==> config.mk <==
export PLATFORM = sky130hd
export DESIGN_NAME = stable_sorted_priority_queue
export DESIGN_NICKNAME = d
export VERILOG_FILES = /design/src/hw/rtl/sspq_pkg.sv /design/src/hw/rtl/sspq_cell.sv /design/src/hw/rtl/sspq_out_buf.sv /design/src/hw/rtl/stable_sorted_priority_queue.sv
export SDC_FILE = /design/constraint.sdc
export NUM_CORES = 2
export LEC_CHECK = 0
export BUFFER_PORTS_ARGS = -buffer_cell sky130_fd_sc_hd__buf_2
export CELL_PAD_IN_SITES_DETAIL_PLACEMENT = 1
export CELL_PAD_IN_SITES_GLOBAL_PLACEMENT = 1
export CORE_UTILIZATION = 46
export DETAILED_ROUTE_END_ITERATION = 10
export PLACE_DENSITY = 0.79
export SLEW_MARGIN = 0
export SYNTH_ARGS = -nofsm -noshare
export SYNTH_HDL_FRONTEND = slang
export SYNTH_HIERARCHICAL = 1
export SYNTH_SLANG_ARGS = --single-unit
==> constraint.sdc <==
create_clock -name clk -period 6.3 [get_ports clk]
set_input_delay 1.575 -clock clk [delete_from_list [all_inputs] [get_ports clk]]
set_output_delay 1.575 -clock clk [all_outputs]
set_load 0.01 [all_outputs]
==> src/hw/rtl/sspq_pkg.sv <==
// Shared types and codes of the stable sorted priority queue.
package sspq_pkg;

	localparam logic       FUNC_ENQ = 1'b0;
	localparam logic       FUNC_DEQ = 1'b1;

	localparam logic [1:0] ST_DONE  = 2'd0;
	localparam logic [1:0] ST_FULL  = 2'd1;
	localparam logic [1:0] ST_EMPTY = 2'd2;

	typedef struct packed {
		logic signed [31:0] value;
		logic signed [31:0] prio;
	} slot_t;

	// Broadcast to every cell in the chain
	typedef struct packed {
		logic  enq;
		logic  deq;
		slot_t slot;
	} cell_cmd_t;

	typedef struct packed {
		logic [1:0]         status;
		logic               head_valid;
		logic signed [31:0] head_value;
		logic signed [31:0] head_priority;
		logic [4:0]         entry_count;
	} result_t;

endpackage

==> src/hw/rtl/sspq_cell.sv <==
// One slot of the shift-register queue: compare, hold, shift in from a neighbor.
module sspq_cell import sspq_pkg::*; #(
	parameter int CNT_W = 5,
	parameter int IDX   = 0
) (
	input  logic             clk,
	input  cell_cmd_t        cmd,
	input  logic [CNT_W-1:0] count,
	input  slot_t            left_slot,
	input  logic             left_ge,
	input  slot_t            right_slot,
	output slot_t            slot,
	output slot_t            slot_nxt,
	output logic             ge
);

	slot_t slot_q;
	logic  occupied;

	assign occupied = count > CNT_W'(IDX);
	// Stored entry stays ahead of an incoming one of equal priority
	assign ge       = occupied && (slot_q.prio >= cmd.slot.prio);
	assign slot     = slot_q;

	always_comb begin
		slot_nxt = slot_q;
		if (cmd.enq) begin
			if (!ge) begin
				slot_nxt = left_ge ? cmd.slot : left_slot;
			end
		end else if (cmd.deq) begin
			slot_nxt = right_slot;
		end
	end

	always_ff @(posedge clk) begin
		slot_q <= slot_nxt;
	end

endmodule

==> src/hw/rtl/sspq_out_buf.sv <==
// Two-entry output buffer: output register plus skid register.
module sspq_out_buf import sspq_pkg::*; (
	input  logic    clk,
	input  logic    arst_n,
	input  logic    push,
	input  result_t push_data,
	output logic    full,
	output logic    out_valid,
	input  logic    out_stall,
	output result_t out_data
);

	logic    out_valid_q;
	logic    skid_valid_q;
	result_t out_q;
	result_t skid_q;

	assign full      = skid_valid_q;
	assign out_valid = out_valid_q;
	assign out_data  = out_q;

	always_ff @(posedge clk or negedge arst_n) begin
		if (!arst_n) begin
			out_valid_q  <= 1'b0;
			skid_valid_q <= 1'b0;
		end else if (!out_valid_q || !out_stall) begin
			if (skid_valid_q) begin
				out_valid_q  <= 1'b1;
				skid_valid_q <= 1'b0;
			end else begin
				out_valid_q  <= push;
			end
		end else if (push) begin
			skid_valid_q <= 1'b1;
		end
	end

	always_ff @(posedge clk) begin
		if (!out_valid_q || !out_stall) begin
			out_q <= skid_valid_q ? skid_q : push_data;
		end else if (push) begin
			skid_q <= push_data;
		end
	end

endmodule

==> src/hw/rtl/stable_sorted_priority_queue.sv <==
// Top level of the stable sorted priority queue: cell chain, count and result buffer.
//
//   channel | handshake           | beat
//   --------+---------------------+---------------------------------------------
//   in      | in_valid / in_stall | func, item_value, item_priority
//   out     | out_valid/out_stall | status, head_valid, head_value,
//           |                     | head_priority, entry_count
//
// One beat per cycle in while in_stall is low; its result is registered in the output
// register, or in the skid register while out is stalled. All DEPTH cells compare
// against the new priority in parallel and shift in the same cycle as acceptance.
// Reset clears the count and buffer valids; slot contents are not reset.
// in_stall rises only when both output registers hold results.
module stable_sorted_priority_queue import sspq_pkg::*; #(
	parameter int DEPTH = 16
) (
	input  logic               clk,
	input  logic               arst_n,
	input  logic               in_valid,
	output logic               in_stall,
	input  logic               func,
	input  logic signed [31:0] item_value,
	input  logic signed [31:0] item_priority,
	output logic               out_valid,
	input  logic               out_stall,
	output logic [1:0]         status,
	output logic               head_valid,
	output logic signed [31:0] head_value,
	output logic signed [31:0] head_priority,
	output logic [4:0]         entry_count
);

	localparam int CNT_W = $clog2(DEPTH + 1);
	localparam int EXT_W = CNT_W + 5;

	logic [CNT_W-1:0] count_q;
	logic [CNT_W-1:0] count_nxt;
	logic [EXT_W-1:0] count_ext;
	logic             accept;
	logic             full;
	logic             empty;
	logic             buf_full;
	cell_cmd_t        cmd;
	result_t          res;
	result_t          out_data;

	slot_t cell_slot [DEPTH];
	slot_t cell_nxt  [DEPTH];
	logic  cell_ge   [DEPTH];

	assign accept        = in_valid && !buf_full;
	assign in_stall      = buf_full;
	assign full          = count_q == CNT_W'(DEPTH);
	assign empty         = count_q == '0;

	assign cmd.enq       = accept && (func == FUNC_ENQ) && !full;
	assign cmd.deq       = accept && (func == FUNC_DEQ) && !empty;
	assign cmd.slot      = '{value: item_value, prio: item_priority};

	always_comb begin
		count_nxt = count_q;
		if (cmd.enq) begin
			count_nxt = count_q + CNT_W'(1);
		end else if (cmd.deq) begin
			count_nxt = count_q - CNT_W'(1);
		end
	end

	always_ff @(posedge clk or negedge arst_n) begin
		if (!arst_n) begin
			count_q <= '0;
		end else begin
			count_q <= count_nxt;
		end
	end

	for (genvar i = 0; i < DEPTH; i++) begin : g_cell
		slot_t left_slot;
		logic  left_ge;
		slot_t right_slot;

		if (i == 0) begin : g_first
			assign left_slot = cmd.slot;
			assign left_ge   = 1'b1;
		end else begin : g_mid
			assign left_slot = cell_slot[i-1];
			assign left_ge   = cell_ge[i-1];
		end

		if (i == DEPTH - 1) begin : g_last
			assign right_slot = cell_slot[i];
		end else begin : g_inner
			assign right_slot = cell_slot[i+1];
		end

		sspq_cell #(
			.CNT_W (CNT_W),
			.IDX   (i)
		) u_cell (
			.clk        (clk),
			.cmd        (cmd),
			.count      (count_q),
			.left_slot  (left_slot),
			.left_ge    (left_ge),
			.right_slot (right_slot),
			.slot       (cell_slot[i]),
			.slot_nxt   (cell_nxt[i]),
			.ge         (cell_ge[i])
		);
	end

	assign count_ext = EXT_W'(count_nxt);

	always_comb begin
		res.status = ST_DONE;
		if (func == FUNC_ENQ && full) begin
			res.status = ST_FULL;
		end else if (func == FUNC_DEQ && empty) begin
			res.status = ST_EMPTY;
		end
		res.head_valid    = count_nxt != '0;
		// Report zero for an empty store
		res.head_value    = res.head_valid ? cell_nxt[0].value : '0;
		res.head_priority = res.head_valid ? cell_nxt[0].prio : '0;
		res.entry_count   = count_ext[4:0];
	end

	sspq_out_buf u_out_buf (
		.clk       (clk),
		.arst_n    (arst_n),
		.push      (accept),
		.push_data (res),
		.full      (buf_full),
		.out_valid (out_valid),
		.out_stall (out_stall),
		.out_data  (out_data)
	);

	assign status        = out_data.status;
	assign head_valid    = out_data.head_valid;
	assign head_value    = out_data.head_value;
	assign head_priority = out_data.head_priority;
	assign entry_count   = out_data.entry_count;

	a_count_bound: assert property (@(posedge clk) disable iff (!arst_n)
		count_q <= CNT_W'(DEPTH))
		else $error("entry count above depth");

	a_head_order: assert property (@(posedge clk) disable iff (!arst_n)
		(count_q >= CNT_W'(2)) |-> (cell_slot[0].prio >= cell_slot[1].prio))
		else $error("head and second slot out of priority order");

	a_refused_hold: assert property (@(posedge clk) disable iff (!arst_n)
		(accept && (func == FUNC_ENQ) && full) |=> (count_q == $past(count_q)))
		else $error("refused enqueue changed the count");

	a_enq_count: assert property (@(posedge clk) disable iff (!arst_n)
		cmd.enq |=> (count_q == $past(count_q) + CNT_W'(1)))
		else $error("enqueue did not grow the count");

endmodule
**After elaboration in Yosys (flattened, before gate mapping)**

Cells that the tools add are included.

- Flip-flop bits (word level): 1175
- Bits of input ports: 69
- Output and inout port bits: 74
- Word-level logic and storage cells: 216

- Add/sub/neg operators: 2
- Magnitude comparators: 32
- Equality and inequality tests: 15
- Muxes and demuxes: 70
- Bitwise gates (word level): 3
- Reduce and logical (&&, ||, !) cells: 49

Operators with widths:

| operator | count |
|---|---|
| $mux W64 | 60 |
| $ge A32 B32 Y1 | 16 |
| $mux W72 | 1 |
| $mux W32 | 2 |
| $gt A5 B4 Y1 const B | 8 |
| $reduce_and A2 Y1 | 16 |
| $ne A2 B2 Y1 const B | 14 |
| $logic_and A1 B1 Y1 | 23 |
| $gt A5 B3 Y1 const B | 4 |
| $gt A5 B1 Y1 const B | 2 |
| $gt A5 B2 Y1 const B | 2 |
| $mux W5 | 2 |
| $add A5 B1 Y5 const B | 1 |
| $eq A5 B5 Y1 const B | 1 |
| $logic_not A1 Y1 | 5 |
| $logic_not A5 Y1 | 1 |
| $reduce_bool A5 Y1 | 1 |
| $sub A5 B1 Y5 const B | 1 |
| $mux W2 | 2 |
| $reduce_bool A2 Y1 | 2 |
| $mux W1 | 3 |
| $not A1 Y1 | 3 |
| $logic_or A1 B1 Y1 | 1 |

**Logic depth before layout (Yosys ltp)**

- Depth in word-level cells: 9
- Gate-level depth with buffers: 16
- Depth with buffers taken out: 12

**By module**

Netlist, hierarchy kept.

By module, submodules not included:

| module | instances | cells an instance | area an instance (µm²) | seq. area each (µm²) |
|---|---|---|---|---|
| sspq_cell at g_cell[13].u_cell ... | 2 | 546 | 4931.0 | 1281.2 |
| sspq_cell at g_cell[6].u_cell | 1 | 697 | 5814.3 | 1281.2 |
| sspq_cell at g_cell[8].u_cell | 1 | 644 | 5745.5 | 1281.2 |
| sspq_cell at g_cell[10].u_cell | 1 | 699 | 5646.7 | 1281.2 |
| sspq_out_buf | 1 | 230 | 5515.3 | 4374.2 |
| sspq_cell at g_cell[3].u_cell | 1 | 640 | 5464.0 | 1281.2 |
| sspq_cell at g_cell[0].u_cell | 1 | 633 | 5411.4 | 1281.2 |
| sspq_cell at g_cell[5].u_cell | 1 | 578 | 5305.1 | 1281.2 |
| sspq_cell at g_cell[15].u_cell | 1 | 643 | 5142.4 | 1281.2 |
| sspq_cell at g_cell[11].u_cell | 1 | 560 | 4992.3 | 1281.2 |
| sspq_cell at g_cell[4].u_cell | 1 | 563 | 4979.8 | 1281.2 |
| sspq_cell at g_cell[2].u_cell | 1 | 546 | 4952.2 | 1281.2 |
| sspq_cell at g_cell[14].u_cell | 1 | 546 | 4933.5 | 1281.2 |
| sspq_cell at g_cell[12].u_cell | 1 | 549 | 4917.2 | 1281.2 |
| 3 more rows | n/a | n/a | n/a | n/a |

**Worst setup path before layout**

OpenSTA, ideal clock, no wires.

- Kind: input port to flip-flop
- From: in in_valid
- To: reg u_out_buf.out_q, in the netlist u_out_buf/out_data[40], data pin
- Setup time: 0.260 ns
- Arrival time: 6.363 ns
- Required time: 6.040 ns
- Path slack: -0.323 ns
- Stages: 9
- Path buffers: 2
- Path through: nand2b_1 buf_4 a211oi_1 nor2_1 clkbuf_1 a22oi_1 o211ai_2 a21boi_2 mux2_4

RTL lines:

| element | line | text |
|---|---|---|
| start: declaration | stable_sorted_priority_queue.sv:19 | `input logic in_valid,` |
| end signal: assignment | sspq_out_buf.sv:40 | `out_q <= skid_valid_q ? skid_q : push_data;` |
| end: declaration | sspq_out_buf.sv:15 | `result_t out_q;` |

==> run_results.csv <==
group,metric,value,unit
status,status,"finished, final reports clean",
synthesis,synth_top_area_share,23.0,%
min_path,hold_path_depth,2,
drt,wire_per_inst,22.6,um
synthesis,yosysSeqAreaShare,28.0,%
min_path,worstHoldStart,"g_cell[8].u_cell/slot[0]",
clock_tree,ctsResizeCount,0,
synthesis,synth_edf_count,144,
sta,maxSlewHeadroom,19.5,%
sta,fin_crit,5.09,ns
sta,setup_ws,1.21,ns
worst_setup_path,worstSetupPathType,"in -> reg",
drt,viasPerCell,6.42,
clock_tree,clockBufferDepth,3,
sta,fin_crit_sh,80.7,%
synthesis,postSynth.asyncResetShare,0.596,%
worst_setup_path,rr_worst_depth,11,
worst_setup_path,r2r-start,"count_q[0]",
global_routing,grt_max_degree,219,
pwr,p_per_area,541,mW/mm^2
place,place.gp.congestion,0.916,
global_routing,grt_overflow,0,
clock_tree,clock_latency,0.81,ns
floorplanning,start_util,46.4,%
clock_tree,cts_made_buffers,148,
place,place_hpwl,195000,um
pwr,p_sw,23.2,mW
place,dp_worst_setup_slack,0.464,ns
global_routing,grt_pass1_vias,81000,
synthesis,ys_warn_count,6,
pwr,leakage,39.1,nW
pwr,p_seq_share,28.6,%
sta,finalSetupTns,0,ns
pwr,ir_drop,584,uV
finish,finalNetCount,10100,
synthesis,synth_ff_type,"dfxtp_1",
sta,fmax,197,MHz
worst_setup_path,worst-path-max-fanout,46,
synthesis,synth.ff_latch_count,1175,
drt,wirelength,275000,um
sta,holdWs,0.518,ns
drt,first_pass_iters,8,
worst_setup_path,crit_arrival,5.74,ns
floorplanning,core-area,0.193,mm^2
worst_setup_path,crit_path_end_kind,"flip-flop",
clock_tree,htree_levels,4,
finish,syn2layout_area_growth,7.30,%
sta,hold_viol,0,
worst_setup_path,reg2reg_to,"u_out_buf/out_data[36]",
clock_tree,clock-sinks,1175,
min_path,hp-class,"reg -> reg",
sta,setup_viol,0,
drt,antenna_left,0,
pwr,p_sw_share,44.9,%
floorplanning,die_area,0.196,mm^2
sta,tightestPinTransition,1.21,ns
pwr,cell_internal_pwr,28.5,mW
pwr,comb_power_share,54.6,%
global_routing,antenna_found_initial,5,
floorplanning,die_y,443,um
pwr,total_power,51.8,mW
drt,vias,78200,
clock_tree,cts_tree,"yes",
floorplanning,rows,161,
synthesis,synth_cell_types,112,
worst_setup_path,rrSetupSlack,1.57,ns
clock_tree,root_buffer,"clkbuf_16",
synthesis,synth_most_common_cell,"dfxtp_1",
global_routing,grt_pass1_wl,447000,um
clock_tree,ctsHoldBuffers,0,
synthesis,yosysTopAreaCell,"dfxtp_1",
worst_setup_path,cp-start-kind,"input pin",
drt,drc_errors,0,
synthesis,ys_top_cells_by_area,"dfxtp_1 (23%), mux2i_1 (9.4%), mux2_2 (7.9%)",
clock_tree,post-cts-setup-buffers,0,
worst_setup_path,required,6.96,ns
global_routing,track_usage,27.0,%
place,port_buffers,142,
min_path,hold_end,"g_cell[7].u_cell/slot[0]",
sta,final.setup_skew,0.0273,ns
floorplanning,dieWidth,443,um
sta,report.final.slew_viol_count,0,
synthesis,synth_top_cells_by_count,"dfxtp_1 (1024), a21oi_1 (996), mux2i_1 (835), inv_1 (664), mux2_2 (623)",
drt,drtIter0Drc,4915,
synthesis,syn_area,0.0893,mm^2
clock_tree,clk_transition_reported_paths,0.06,ns
finish,drive_gt1_share,18.1,%
pwr,pwr-share-clk,16.8,%
synthesis,postSynthAreaPerCell,8.98,um^2
synthesis,synth_fp_nets,10500,
job,maxCapViolCount,0,
floorplanning,io_pins,143,
sta,rsz0062_at_grt,"false",
synthesis,synthCells,9938,
flip-flops by register name, indices dropped and copies added, names as in the netlist:
register / cells
g_cell.u_cell/slot: 1024
u_out_buf/skid_q: 72
count_q: 5
u_out_buf/full: 1
u_out_buf/out_valid: 1
u_out_buf/out_data: 72
metal layers:
layer,part of all wire [%],track usage [%]
met2,46,44.1
met1,47,37.3
met5,0,0
met3,3.9,2.86
met4,2.4,8.06
placed cells by master, fill, tap and decap left out, types with 152 or more instances in the layout:
cell type / n
dfxtp_1: 1024
a21oi_1: 994
mux2i_1: 834
inv_1: 661
mux2_2: 623
ha_1: 514
nand2_1: 450
a211oi_1: 403
nor2_1: 394
a22oi_1: 380
nand3_1: 360
nand4_1: 337
a22o_1: 321
nor2b_1: 196
buf_4: 178
clkbuf_16: 152
power by group through the flow:
stage / sequential (mW) / clock (mW) / combinational [mW]
after floorplan: 13.5 / 0 / 23.0
after detailed placement: 14.9 / 0 / 27.9
final: 14.8 / 8.69 / 28.3
after CTS: 14.8 / 8.85 / 28.1
after global routing: 15.3 / 9.14 / 30.7
after global placement: 14.6 / 0 / 26.5
cells by family (layout without fill, tap and decap cells):
kind of cell	count (synthesis)	count (layout)	synth area share (%)
xor gates and xnor gates	3	3	0.0294
and+or+nand+nor	1908	1908	10.7
other	1	4	0.00420
DFF	1175	1175	28.0
muxes	1516	1516	18.2
buffers and inverters	1582	1294	8.20
adders and majority gates	514	514	7.20
AOI/OAI and AO/OA	3239	3239	27.7
worst max path at each step:
stage / end / slack (ns) / startpoint / cells after the start
final: g_cell[2].u_cell/slot[9] / 1.21 / item_priority[22] / 12
after global placement: g_cell[2].u_cell/slot[13] / 0.65 / item_priority[22] / 12
after CTS: g_cell[2].u_cell/slot[9] / 1.38 / item_priority[22] / 12
after detailed placement: g_cell[2].u_cell/slot[9] / 0.46 / item_priority[22] / 12
after global routing: g_cell[8].u_cell/slot[45] / 1.21 / item_priority[15] / 13
after floorplan: u_out_buf/out_data[40] / 1.18 / in_valid / 9
worst max-delay path: stages:
cell,delay (ns)
buf_2,0.52
inv_1,0.25
ha_1,0.38
nand4_1,0.24
nor4_1,0.25
nand2_1,0.12
a31o_1,0.27
o21ai_4,0.60
buf_4,0.71
mux2_2,0.41
a21oi_1,0.19
mux2i_1,0.11
through the flow:
step | util [%] | cells | instance area (um^2)
floorplan | - | 9938 | 89300
global placement | 47.2 | 11900 | 90900
detailed placement | 47.2 | 11900 | 90900
CTS | 49.7 | 12200 | 95800
global route | 49.7 | 12200 | 95800
finish | 49.7 | 12200 | 95800
layout make-up:
type / instances / area, um^2
fill: 21900 / 96800
multi-input combinational: 7181 / 57400
sequential: 1175 / 25000
clock buffer: 225 / 4350
tap: 2526 / 3160
timing repair buffer: 358 / 2810
inverter: 669 / 2520
clock inverter: 42 / 508
antenna: 3 / 7.51
Power figures use the tool's default switching activity.
